## src/hw/rtl/lphm_pkg.sv

```systemverilog
`default_nettype none
package lphm_pkg;

  localparam int unsigned SLOTS_DEF      = 64;
  localparam int unsigned VALUE_BITS_DEF = 32;
  localparam int unsigned KEY_W          = 31;
  localparam int unsigned PORT_VAL_W     = 32;
  localparam logic [31:0] HASH_MULT      = 32'd2654435761;

  typedef enum logic [1:0] {
    CMD_INSERT = 2'd0,
    CMD_LOOKUP = 2'd1,
    CMD_REMOVE = 2'd2,
    CMD_NONE   = 2'd3
  } cmd_t;

  typedef enum logic [1:0] {
    ST_OK        = 2'd0,
    ST_NOT_FOUND = 2'd1,
    ST_FULL      = 2'd2
  } status_t;

  typedef enum logic [3:0] {
    S_CLEAR,
    S_IDLE,
    S_HASH,
    S_LOAD,
    S_PROBE_RD,
    S_PROBE_CHK,
    S_RM_RD,
    S_RM_CHK,
    S_DONE
  } state_t;

endpackage
`default_nettype wire

```

## src/hw/rtl/lphm_mem.sv

```systemverilog
`default_nettype none
module lphm_mem import lphm_pkg::*; #(
  parameter int unsigned DEPTH  = SLOTS_DEF,
  parameter int unsigned DATA_W = 1 + KEY_W + VALUE_BITS_DEF
) (
  input  wire logic                     clk,
  input  wire logic                     we,
  input  wire logic [$clog2(DEPTH)-1:0] waddr,
  input  wire logic [DATA_W-1:0]        wdata,
  input  wire logic [$clog2(DEPTH)-1:0] raddr,
  output logic      [DATA_W-1:0]        rdata
);

  logic [DATA_W-1:0] mem [DEPTH];

  always_ff @(posedge clk) begin
    if (we) begin
      mem[waddr] <= wdata;
    end
    rdata <= mem[raddr];
  end

endmodule
`default_nettype wire

```

## config.mk

```make
export PLATFORM = sky130hd
export DESIGN_NAME = lphm_mem
export DESIGN_NICKNAME = d
export VERILOG_FILES = /design/src/hw/rtl/lphm_pkg.sv /design/src/hw/rtl/lphm_mem.sv
export SDC_FILE = /design/constraint.sdc
export NUM_CORES = 2
export LEC_CHECK = 0
export BUFFER_PORTS_ARGS = -buffer_cell sky130_fd_sc_hd__buf_2
export CAP_MARGIN = 20
export CORE_UTILIZATION = 50
export DETAILED_ROUTE_END_ITERATION = 8
export PLACE_DENSITY = 0.7
export SKIP_CTS_REPAIR_TIMING = 1
export SLEW_MARGIN = 20
export SYNTH_ARGS = -nofsm -noshare
export SYNTH_HDL_FRONTEND = slang
export SYNTH_SLANG_ARGS = --single-unit
```

## constraint.sdc

```tcl
create_clock -name clk -period 8.7 [get_ports clk]
set_clock_uncertainty 0.15 [all_clocks]
set_input_delay 1.305 -clock clk [delete_from_list [all_inputs] [get_ports clk]]
set_output_delay 1.305 -clock clk [all_outputs]
set_load 0.02 [all_outputs]
```

==> results.ini <==
[status]
status = finished clean

[global_routing]
first_global_vias = 76500
grt_antenna_before_repair = 40
grt_start_max_net_pins = 106
gr-total-overflow = 0
track_usage_pct = 26.5
first_pass_grt_wire_length_mm = 585

[synthesis]
synth.cell_area_um2 = 156000
synth_cells = 6598
synth_seq_area_share_pct = 79.5
ys_ff_latch = 4160
syn_avg_cell_area_um2 = 23.7
synth_fp_nets = 6676
synth_cell_type_count = 33
total_of_warnings_raised_by_yosys = 0

[routing]
drcViolationCount = 0
detail-route-antenna-nets = 0
via_count_of_the_routed_design = 75900
drt_iter0_markers = 11200
totalWireLength_mm = 416
routedWlPerCell_um = 36.4
viasPerCell = 6.64
drtPass1Iterations = 5

[floorplanning]
floorplan.rows = 204
die-width_um = 561
floorplan.die_area_um2 = 315000
floorplan_core_area_um2 = 310000
die_h_um = 561
floorplan.io_pins = 142
starting_density_pct = 50.5

[placed_design]
place_hpwl_mm = 221
placement.setup.worst_slack_ps = 3620
port_buffers = 141
gp_congestion = 0.823

[clock_tree]
cts_inserted_buffers = 402
htree_num_levels = 5
clk_transition_reported_paths_ps = 60
clock_sink_count = 4160
root_buffer = sky130_fd_sc_hd__clkbuf_16
cts_max_path_buffers = 4
worstSkewPairLatency_ps = 940
tritoncts_clock_tree = built

[setup_path]
rr_startpoint = mem[51][7]$_DFFE_PP_
crit_path_start_kind = input pin
worst_ep_required_time_ps = 9380
crit_path_arrival_time_ps = 4770
crit_fanout = 102
crit_path_end = rdata[51]$_DFF_P_
rrSetupSlack_ps = 6310
r2r_end = rdata[7]$_DFF_P_
critPathLaunch = raddr[0]
category_of_the_worst_setup_path_capture_point = flop
length_in_cells_of_the_worst_reg_to_reg_path = 5
timing_worst_setup_path_type = input pin to flop

[finish]
utilization_pct = 56.9
layout.nets = 7056
total_area_of_multi_input_combinational_cells_um2 = 30800
area_delta_synth_final_pct = 12.8
register_area_um2 = 124000
number_of_filler_instances_in_the_final_layout = 21900
final_layout_size_suffix_gt1_share_pct = 28.3
layout_common_cells = sky130_fd_sc_hd__edfxtp_1 (4096), sky130_fd_sc_hd__mux4_2 (1024), sky130_fd_sc_hd__clkbuf_16 (408), sky130_fd_sc_hd__buf_4 (199), sky130_fd_sc_hd__a22oi_1 (168)
final_common_cell = sky130_fd_sc_hd__edfxtp_1

[timing]
post-route-period-util_pct = 47.0
slew_viol_final = 0
finalCriticalPeriod_ps = 4090
final.setup.worst_slack_ps = 4610
hold_ws_ps = 683
relSlewSlack_pct = 18.0
finalHoldViolations = 0
finalSetupViolations = 0
setup_total_negative_slack_ps = 0
worstMarginPinSlew_ps = 1230
timing.fmax_ghz = 0.245
rsz0062_at_grt = no

[power_and_ir_drop]
worst_ir_drop_vdd_v = 0.000236
cellLeakagePower_nw = 54.9
power.density_cell_area_nw_per_um2 = 237

[run]
max_cap_viol_count = 0

[min_path]
hold_path.class = flop to flop

## cells in the mapped netlist, drive strengths merged
| library cell | instances | area (um2) |
|---|---|---|
| dfxtp | 64 | 1280 |
| a41oi | 26 | 228 |
| and2 | 3 | 18.8 |
| edfxtp | 4096 | 123000 |
| nand2b | 11 | 68.8 |
| nor3 | 2 | 10.0 |
| or3b | 1 | 8.76 |
| and3 | 64 | 400 |
| buf | 230 | 1250 |
| clkbuf | 140 | 526 |
| a2bb2oi | 19 | 166 |
| nand4 | 2 | 12.5 |
| nand2 | 58 | 218 |
| a31oi | 18 | 113 |
| inv | 19 | 71.3 |
| or3 | 29 | 181 |
| a22o | 88 | 771 |
| nand3b | 2 | 15.0 |
| nor2 | 112 | 420 |
| nand4b | 1 | 8.76 |
| a211oi | 63 | 473 |
| mux4 | 1024 | 23100 |
| o22ai | 83 | 519 |
| nand3 | 45 | 225 |
| a22oi | 168 | 1260 |
| o221ai | 38 | 333 |
| mux2i | 135 | 1350 |
| or2 | 28 | 175 |
| a31o | 1 | 8.76 |
| nor2b | 28 | 175 |
## area by class of cell
cell class,count,area share [%]
clock buffer,513,6.19
sequential,4160,70.5
multi-input combinational,2049,17.5
clock inverter,218,1.34
antenna,16,0.0227
inverter,19,0.0404
timing repair buffer,346,1.58
tap,4120,2.92
## state kept, by name (all words and copies together) (netlist names)
name / flops
mem: 4096
rdata: 64
## per-layer routing
layer | GRT usage, % | wire length (um)
met5 | 0 | 118
met4 | 10.3 | 16800
met3 | 4.75 | 44800
met2 | 43.1 | 204000
met1 | 36.0 | 150000
## stage by stage
| stage | cell area, um2 | cells | power [mW] |
|---|---|---|---|
| floorplan | 156000 | 6598 | 23.7 |
| global placement | 163000 | 10700 | 24.6 |
| detailed placement | 163000 | 10700 | 24.7 |
| CTS | 176000 | 11400 | 41.9 |
| global route | 176000 | 11400 | 42.8 |
| finish | 176000 | 11400 | 41.8 |
## critical path, cell delays in order
cell and delay (ps):
sky130_fd_sc_hd__buf_12 460, sky130_fd_sc_hd__buf_12 640, sky130_fd_sc_hd__buf_4 630, sky130_fd_sc_hd__mux4_2 590, sky130_fd_sc_hd__a22o_1 270, sky130_fd_sc_hd__nor2_1 180
sky130_fd_sc_hd__a211oi_1 110, sky130_fd_sc_hd__buf_4 180
## report_power, final
part / switching (mW) / internal [mW]
logic: 1.24 / 0.690
clock network: 7.39 / 10.2
registers: 0.112 / 22.2
total: 8.75 / 33.0
## kinds of logic (layout without fill, tap and decap cells)
family          after synthesis  in the layout  synth area share [%]
compound gates              504            504                  2.48
buf+inv                     389           1096                  1.18
flops                      4160           4160                  79.5
mux                        1159           1159                  15.6
other cells                   0             16                     0
simple gates                386            386                  1.24
## worst min-delay path by stage
| stage | cells past startpoint | start | slack (ps) | to |
|---|---|---|---|---|
| 6_report | 4 | mem[55][34]$_DFFE_PP_ | 680 | rdata[34]$_DFF_P_ |
| 5_1_grt | 4 | mem[55][34]$_DFFE_PP_ | 750 | rdata[34]$_DFF_P_ |
| 4_1_cts | 4 | mem[55][34]$_DFFE_PP_ | 680 | rdata[34]$_DFF_P_ |
| 3_5_place_dp | 4 | mem[55][34]$_DFFE_PP_ | 670 | rdata[34]$_DFF_P_ |
| 3_3_place_gp | 4 | mem[54][34]$_DFFE_PP_ | 680 | rdata[34]$_DFF_P_ |
| 2_1_floorplan | 4 | mem[30][61]$_DFFE_PP_ | 640 | rdata[61]$_DFF_P_ |
No activity file was read; power rests on OpenSTA's default activity.
