### src/hw/rtl/lphm_pkg.sv
`default_nettype none
package lphm_pkg;

  localparam int unsigned SLOTS_DEF      = 64;
  localparam int unsigned VALUE_BITS_DEF = 32;
  localparam int unsigned KEY_W          = 31;
  localparam int unsigned PORT_VAL_W     = 32;
  localparam logic [31:0] HASH_MULT      = 32'd2654435761;

  typedef enum logic [1:0] {
    CMD_INSERT = 2'd0,
    CMD_LOOKUP = 2'd1,
    CMD_REMOVE = 2'd2,
    CMD_NONE   = 2'd3
  } cmd_t;

  typedef enum logic [1:0] {
    ST_OK        = 2'd0,
    ST_NOT_FOUND = 2'd1,
    ST_FULL      = 2'd2
  } status_t;

  typedef enum logic [3:0] {
    S_CLEAR,
    S_IDLE,
    S_HASH,
    S_LOAD,
    S_PROBE_RD,
    S_PROBE_CHK,
    S_RM_RD,
    S_RM_CHK,
    S_DONE
  } state_t;

endpackage
`default_nettype wire

### src/hw/rtl/lphm_hash.sv
`default_nettype none
module lphm_hash import lphm_pkg::*; #(
  parameter int unsigned SLOTS = SLOTS_DEF
) (
  input  wire logic                     clk,
  input  wire logic [KEY_W-1:0]         key,
  output logic      [$clog2(SLOTS)-1:0] home
);

  logic [31:0] prod;

  // low 32 bits of the product, slot count is a power of two
  assign prod = {1'b0, key} * HASH_MULT;

  always_ff @(posedge clk) begin
    home <= prod[$clog2(SLOTS)-1:0];
  end

endmodule
`default_nettype wire

### config.mk
export PLATFORM = sky130hd
export DESIGN_NAME = lphm_hash
export DESIGN_NICKNAME = d
export VERILOG_FILES = /design/src/hw/rtl/lphm_pkg.sv /design/src/hw/rtl/lphm_hash.sv
export SDC_FILE = /design/constraint.sdc
export NUM_CORES = 1
export LEC_CHECK = 0
export BUFFER_PORTS_ARGS = -buffer_cell sky130_fd_sc_hd__buf_2
export CAP_MARGIN = 20
export CORE_AREA = 2 2 39 41
export CTS_CLUSTER_DIAMETER = 120
export DETAILED_ROUTE_END_ITERATION = 10
export DIE_AREA = 0 0 41 43
export PLACE_DENSITY = 0.49
export SYNTH_ARGS = -nofsm -noshare
export SYNTH_HDL_FRONTEND = slang
export SYNTH_SLANG_ARGS = --single-unit
### constraint.sdc
create_clock -name clk -period 1.8 [get_ports clk]
set_input_delay 0.09 -clock clk [delete_from_list [all_inputs] [get_ports clk]]
set_output_delay 0.09 -clock clk [all_outputs]
set_load 0.01 [all_outputs]
==> impl_metrics.yaml, run 1 <==
die:
  die_w_um: 41
  dieArea_mm2: 0.00176
  start_util_pct: 11.5
  row_count: 14
  num_io_pins: 38
  core_area_mm2: 0.00138
  die_y_um: 43
finish:
  drive_gt1_share_pct: 51.7
  area_growth_pct: 89.8
  antenna_cells: 0
  fillCellCount: 145
  largest_reg_flops: 6
  biggestRegsByFlops: "home: 6 flops"
  largest_register: "home"
  final_cells: 45
  fin_nets: 64
timing:
  fin_crit_sh_pct: 61.9
  fin_tns_setup_ns: 0
  relSlewSlack_pct: 88.3
  max_freq_mhz: 898
  worst_pin_slew_ns: 0.175
  finalCriticalPeriod_ns: 1.11
  setup_viol: 0
  hold_viol_final: 0
  slew_viol_final: 0
  rsz0062_at_grt: "false"
detailed_routing:
  drc_errors: 0
  route.vias.total: 130
  avgViaCountPerCell: 2.89
  wire_per_inst_um: 7.78
  ant_nets: 0
  drt-total-wl_um: 350
  drt_first_iter_violations: 0
  drt_pass1_iterations: 1
pwr:
  switching_share_pct: 20.9
  p_comb_share_pct: 13.8
  vdd.ir_drop.worst_mv: 0.320
  clockPowerShare_pct: 38.4
  p_sw_w: 0.0000646
  power_density_mw_per_mm2: 1020
  internal_power_w: 0.000244
  pwr-share-seq_pct: 47.8
  leakagePower_nw: 0.144
synth:
  synth_seq_cells: 6
  netlist-cell-type-count: 4
  ys_seq_area_share_pct: 75.6
  synth.area.top_cells: "dfxtp_1, xnor2_1, ha_1"
  synthCells: 10
  synthesis.nets: 43
  synth_warnings: 0
  yosysTopAreaCell: "dfxtp_1"
  syn_area_um2: 159
  synth_top_area_share_pct: 75.6
  syn_avg_cell_area_um2: 15.9
setup_path:
  crit_type: "in2reg"
  start_kind: "input port"
  arrival_ns: 1.28
  crit_end: "home[5]"
  startpoint: "key[0]"
  slowest_stage: "dlygate4sd3_1"
  cp-end-kind: "flip-flop"
  crit_fanout: 3
  slowest_delay_ns: 0.53
  cp_common_cell: "xnor2_1"
  required_ns: 1.97
  crit_chain: "dlygate4sd3_1, buf_2, ha_1, xnor2_1, xnor2_1"
clock_tree:
  cts_made_buffers: 3
  h-tree-depth: 1
  root_buffer: "clkbuf_4"
  clkTransAtPathRegs_ns: 0.04
  cts_tree: "done"
  cts.path.max_buffers: 2
  clock-sinks: 6
global_route:
  grt_usage_pct: 5.04
  antenna_found_initial: 0
  grt_max_degree: 4
  grt_pass1_vias: 117
  grt_pass1_wl_um: 483
  overflow: 0
placed_design:
  gp_congestion: 0.637
  portBuffers: 12
  placedCellCount: 38
  hpwl_um: 283
run_status:
  status: "finished, final reports clean"
hold_path:
  min_path_type: "in2reg"
job:
  max_cap_viol_count: 0
-- stage by stage --
step	setup slack (ns)	power (W)	cell area, µm²	utilization (%)	hold slack (ns)
finish	0.686	0.000309	302	21.8	0.0671
global route	0.638	0.000323	302	21.8	0.0622
CTS	0.687	0.000314	302	21.8	0.0625
detailed placement	0.985	0.000187	239	17.3	0.196
global placement	0.993	0.000187	239	17.3	0.197
floorplan	1.16	0.000166	159	-	0.118
-- cells by family after synthesis --
| group | share of synthesized area [%] |
|---|---|
| XOR/XNOR | 16.5 |
| flip-flops | 75.6 |
| adder cells (fa/ha/maj) | 7.87 |
-- critical path, delay by kind of cell --
kind,cells,cell delay (ns)
buffers and inverters,2,0.67
xor gates and xnor gates,2,0.32
adders and majority gates,1,0.20
-- per-layer routing --
metal	track usage [%]	share of wire, %	vias up
li1	-	-	70
met1	4.87	48	43
met2	3.75	21	15
met3	7.33	27	2
met4	6.00	3.1	0
met5	0	0	-
-- power groups by stage --
stage	clock network, W	registers [W]	logic (W)
floorplan	0	0.000157	0.00000898
global placement	0	0.000150	0.0000361
detailed placement	0	0.000150	0.0000366
CTS	0.000123	0.000148	0.0000431
global route	0.000128	0.000148	0.0000467
finish	0.000119	0.000148	0.0000426
-- final cells by class --
cell class / count / area [µm²] / area share (%)
well taps: 16 / 20.0 / 6.64
repair buffers: 16 / 100 / 33.2
flip-flops and latches: 6 / 120 / 39.8
multi-input cells: 4 / 38.8 / 12.9
clock buffers: 3 / 22.5 / 7.47
-- how the worst min path moves through the flow --
stage,cells after the start,startpoint,end
global route,2,key[4],home[4]
finish,2,key[4],home[4]
detailed placement,1,key[2],home[2]
floorplan,0,key[0],home[0]
CTS,2,key[4],home[4]
global placement,1,key[2],home[2]
-- Yosys cell counts, drive strengths merged --
| cell | instances |
|---|---|
| dfxtp | 6 |
| xnor2 | 2 |
| ha | 1 |
| xor2 | 1 |
-- timing repair --
| item | CTS | global route |
|---|---|---|
| endpoints found under the hold margin | 4 | 0 |
| hold buffers | 4 | 0 |
| resized for setup | 0 | 0 |
| buffers inserted | 0 | 0 |
-- cells in the final DEF, fill, tap and decap left out --
cell type	count
xor2_1	1
ha_1	1
dlygate4sd3_1	4
buf_2	12
dfxtp_1	6
clkbuf_4	3
xnor2_1	2
(Power assumes the default switching activity.)
==> inputs of run 2 (changes only) <==
ABC_AREA = 1   (was unset)
PLACE_DENSITY = 0.54   (was 0.49)
clock period = 1 ns   (was 1.8 ns; I/O delays follow)
==> run 2 against run 1 <==
Clock power grew 78%. Synthesized cell count increased by 140%. Critical endpoint unchanged. Largest cell class unchanged. Combinational power rose by 95%. Largest power group unchanged.
==> impl_metrics.yaml, run 2 <==
run_status:
  status: "finished, final reports clean"
timing:
  max_freq_mhz: 1160
  fin_crit_sh_pct: 86.1
  worst_pin_slew_ns: 0.136
  hold_viol_final: 0
  finalWorstSetupSlack_ns: 0.139
  setup_viol: 0
  slew_viol_final: 0
  relSlewSlack_pct: 90.9
  fin_tns_setup_ns: 0
  finalCriticalPeriod_ns: 0.861
  hold_slack_ns: 0.0309
  rsz0062_at_grt: "false"
synth:
  syn_avg_cell_area_um2: 8.50
  synth_edf_count: 0
  synthTopCellsByCount: "nand2_1, dfxtp_1, inv_1"
  synth_warnings: 0
  yosysTopAreaCell: "dfxtp_1"
  yosysMostFrequentCell: "nand2_1"
  synthesis.nets: 57
  syn_area_um2: 204
  synth_seq_cells: 6
  synth.area.top_cells: "dfxtp_1, nand2_1, inv_1"
  async_flop_share_pct: 0
  synthCells: 24
  synth_top_area_share_pct: 58.9
  netlist-cell-type-count: 7
  synth_ff_type: "dfxtp_1"
  ys_seq_area_share_pct: 58.9
placed_design:
  placedCellCount: 52
  dp_slack_ns: 0.164
  hpwl_um: 303
  post_dp_cell_area_um2: 284
  portBuffers: 12
  gp_congestion: 0.614
clock_tree:
  cts_made_buffers: 3
  clock-sinks: 6
  clkTransAtPathRegs_ns: 0.04
  cts_tree: "done"
  h-tree-depth: 1
  cts.path.max_buffers: 2
  root_buffer: "clkbuf_4"
die:
  num_io_pins: 38
  die_w_um: 41
  start_util_pct: 14.7
  die_y_um: 43
  core_area_mm2: 0.00138
  row_count: 14
  dieArea_mm2: 0.00176
detailed_routing:
  route.vias.total: 192
  drt_first_iter_violations: 2
  drt_pass1_iterations: 3
  wire_per_inst_um: 6.75
  avgViaCountPerCell: 3.25
  drt-total-wl_um: 398
  drc_errors: 0
  ant_nets: 0
hold_path:
  min_from: "key[4]"
  min_path_type: "in2reg"
  whs_endpoint: "home[4]"
  hold_depth: 2
job:
  max_cap_viol_count: 0
global_route:
  grt_usage_pct: 4.71
  grt_pass1_vias: 154
  grt_max_degree: 6
  grt_pass1_wl_um: 489
  overflow: 0
  antenna_found_initial: 0
pwr:
  vdd.ir_drop.worst_mv: 0.249
  leakagePower_nw: 0.197
  power_density_mw_per_mm2: 1600
finish:
  regArea_um2: 120
  final_common_cell: "buf_2"
  design_area_um2: 347
  final_cell_mix: "buf_2, nand2_1, dfxtp_1"
  fin_nets: 78
  antenna_cells: 0
  final_cells: 59
  fillCellCount: 152
  biggestRegsByFlops: "home: 6 flops"
  largest_register: "home"
  drive_gt1_share_pct: 37.2
  largest_reg_flops: 6
  multi_input_area_um2: 65.1
  area_growth_pct: 69.9
setup_path:
  required_ns: 1.13
  start_kind: "input port"
  cp-end-kind: "flip-flop"
  crit_type: "in2reg"
  crit_fanout: 4
  arrival_ns: 0.99
-- run 2: cell types whose count changed in the layout (fill, tap and decap cells not counted), sizes merged --
cell,change
xnor2,-1
xor2,-1
nor2,+2
inv,+5
nand2,+9
-- run 2: what timing repair did --
item | CTS | global route
hold endpoints to repair | 4 | 0
setup buffers | 0 | 0
hold buffers | 4 | 0
resized for setup | 0 | 0
-- run 2: logic make-up (layout without fill, tap and decap cells) --
kind of cell               after synthesis  after routing  synth area share (%)
and+or+nand+nor                         11             11                  21.5
DFF                                      6              6                  58.9
buffers and inverters                    5             24                  9.20
adders and majority gates                1              1                  6.13
xor gates and xnor gates                 1              1                  4.30
-- run 2: worst max path at each step --
stage / cells after the start / slack (ns) / from / end
3_5_place_dp: 6 / 0.16 / key[0] / home[5]
4_1_cts: 6 / 0.13 / key[1] / home[5]
5_1_grt: 6 / 0.09 / key[1] / home[5]
3_3_place_gp: 6 / 0.20 / key[0] / home[5]
6_report: 6 / 0.14 / key[1] / home[5]
2_1_floorplan: 5 / 0.38 / key[0] / home[5]
-- run 2: critical path, stage by stage --
cell and delay (ns):
dlygate4sd3_1 0.53, buf_2 0.14, nor2_1 0.12, nor2_2 0.05, nand2_1 0.06, nand2_1 0.04
-- run 2: final cells by class --
class | count | area share (%)
clock buffers | 3 | 6.50
repair buffers | 16 | 28.9
flip-flops and latches | 6 | 34.7
multi-input cells | 13 | 18.8
well taps | 16 | 5.78
inverters | 5 | 5.42
-- run 2: metal layers --
metal	vias to the layer above	wire, µm	GRT usage [%]
met1	70	191	3.85
met5	-	0	0
li1	107	-	-
met2	13	131	6.25
met4	0	12	6.00
met3	2	62	3.14
-- run 2: power by group --
group	total (W)	leakage, nW	internal (W)	switching [W]
clock network	0.000212	0.0138	0.000135	0.0000769
logic	0.0000829	0.132	0.0000431	0.0000398
registers	0.000261	0.0506	0.000258	0.00000296
total	0.000556	0.197	0.000437	0.000120
-- run 2: metrics by stage --
stage / power (W) / utilization (%)
floorplan: 0.000301 / -
global placement: 0.000336 / 20.5
detailed placement: 0.000337 / 20.5
CTS: 0.000570 / 25.0
global route: 0.000587 / 25.0
finish: 0.000556 / 25.0
==> inputs of run 3 (changes only) <==
--- a/config.mk
+++ b/config.mk
@@ -14,3 +14,3 @@
 export DIE_AREA = 0 0 41 43
-export PLACE_DENSITY = 0.54
+export PLACE_DENSITY = 0.52
 export SYNTH_ARGS = -nofsm -noshare
==> constraint.sdc (replaced) <==
create_clock -name clk -period 0.8 [get_ports clk]
set_input_delay 0.04 -clock clk [delete_from_list [all_inputs] [get_ports clk]]
set_output_delay 0.04 -clock clk [all_outputs]
set_load 0.005 [all_outputs]
==> run 3 against run 2 <==
First-iteration DRC count rose to 3.0 times the previous value. Wire length fell by 4.0%. Worst setup slack got worse by 0.017 ns. Via count rose by 3.1%. Final cell count did not move.
==> impl_metrics.yaml, run 3 (synthesized netlist as in run 2, its figures left out) <==
finish:
  fin_nets: 78
  multi_input_area_um2: 65.1
  largest_register: "home"
  antenna_cells: 0
  fin_util_pct: 24.9
  final_cell_mix: "buf_2, nand2_1, dfxtp_1"
  final_common_cell: "buf_2"
  regArea_um2: 120
  biggestRegsByFlops: "home: 6 flops"
  area_growth_pct: 68.7
  design_area_um2: 344
  drive_gt1_share_pct: 39.5
  largest_reg_flops: 6
  fillCellCount: 155
placed_design:
  dp_slack_ns: 0.0295
  gp_congestion: 0.562
  post_dp_cell_area_um2: 292
  portBuffers: 12
  hpwl_um: 325
pwr:
  leakagePower_nw: 0.197
  switching_share_pct: 20.0
  p_comb_share_pct: 13.8
  pwr-share-seq_pct: 48.0
  internal_power_w: 0.000545
  p_sw_w: 0.000136
  power_density_mw_per_mm2: 1980
  vdd.ir_drop.worst_mv: 0.354
  clockPowerShare_pct: 38.2
die:
  row_count: 14
  core_area_mm2: 0.00138
  die_y_um: 43
  start_util_pct: 14.7
  num_io_pins: 38
  dieArea_mm2: 0.00176
  die_w_um: 41
clock_tree:
  cts_tree: "done"
  cts_made_buffers: 3
  postCtsSetupBuffers: 0
  h-tree-depth: 1
  clkTransAtPathRegs_ns: 0.04
  cts.path.max_buffers: 2
  root_buffer: "clkbuf_4"
  clock-sinks: 6
  cts_hold_buffers: 3
  cts_resized: 0
timing:
  slew_viol_final: 0
  relSlewSlack_pct: 92.0
  fin_tns_setup_ns: 0
  max_freq_mhz: 1470
  setup_viol: 0
  worst_pin_slew_ns: 0.119
  finalWorstSetupSlack_ns: 0.121
  hold_viol_final: 0
  fin_crit_sh_pct: 84.8
  rsz0062_at_grt: "false"
  hold_slack_ns: 0.0288
  finalCriticalPeriod_ns: 0.679
global_route:
  overflow: 0
  grt_pass1_wl_um: 593
  grt_max_degree: 5
  grt_pass1_vias: 182
  grt_usage_pct: 5.71
  antenna_found_initial: 0
job:
  max_cap_viol_count: 0
setup_path:
  cp-end-kind: "output port"
  slowest_delay_ns: 0.29
  start_kind: "flip-flop"
  required_ns: 0.76
  crit_type: "reg2out"
  slowest_stage: "dfxtp_1"
  crit_chain: "buf_2"
  arrival_ns: 0.64
  critical-path-top-delay-family: "flip-flops"
  crit_fanout: 1
  worst-path-buf-inv: 1
detailed_routing:
  drt_pass1_iterations: 4
  drt-total-wl_um: 382
  drt_first_iter_violations: 6
  wire_per_inst_um: 6.47
  route.vias.total: 198
  avgViaCountPerCell: 3.36
  drc_errors: 0
  ant_nets: 0
hold_path:
  hold_depth: 2
  whs_endpoint: "home[4]"
  min_from: "key[4]"
  min_path_type: "in2reg"
run_status:
  status: "finished, final reports clean"
==> run 3: layout make-up <==
cell class	count	share of cell area (%)
inverter	5	5.45
tap	16	5.82
clock buffer	3	6.55
timing repair buffer	16	28.4
sequential	6	34.9
multi-input combinational	13	18.9
==> run 3: per-stage QoR <==
step / std cells / total power, W
2_1_floorplan: 24 / 0.000367
3_3_place_gp: 53 / 0.000414
3_5_place_dp: 53 / 0.000416
4_1_cts: 59 / 0.000701
5_1_grt: 59 / 0.000739
6_report: 59 / 0.000681
==> run 3: per-layer routing <==
layer	track usage (%)	share of wire (%)
met5	0	0
met3	3.14	16
met1	4.79	40
met4	8.00	0
met2	7.50	44
==> run 3: power groups by stage <==
stage,Clock [W],Combinational [W],Sequential [W]
floorplan,0,0.0000300,0.000337
global placement,0,0.0000822,0.000332
detailed placement,0,0.0000841,0.000332
CTS,0.000278,0.0000956,0.000327
global route,0.000301,0.000109,0.000329
finish,0.000261,0.0000939,0.000327
==> run 3: worst max path at each step <==
stage / start / to / slack (ns) / cells past startpoint
finish: home[3] / home[3] / 0.12 / 1
global route: home[3] / home[3] / 0.07 / 1
CTS: home[3] / home[3] / 0.11 / 1
detailed placement: key[0] / home[5] / 0.03 / 6
global placement: key[0] / home[5] / 0.05 / 6
floorplan: key[0] / home[5] / 0.19 / 5
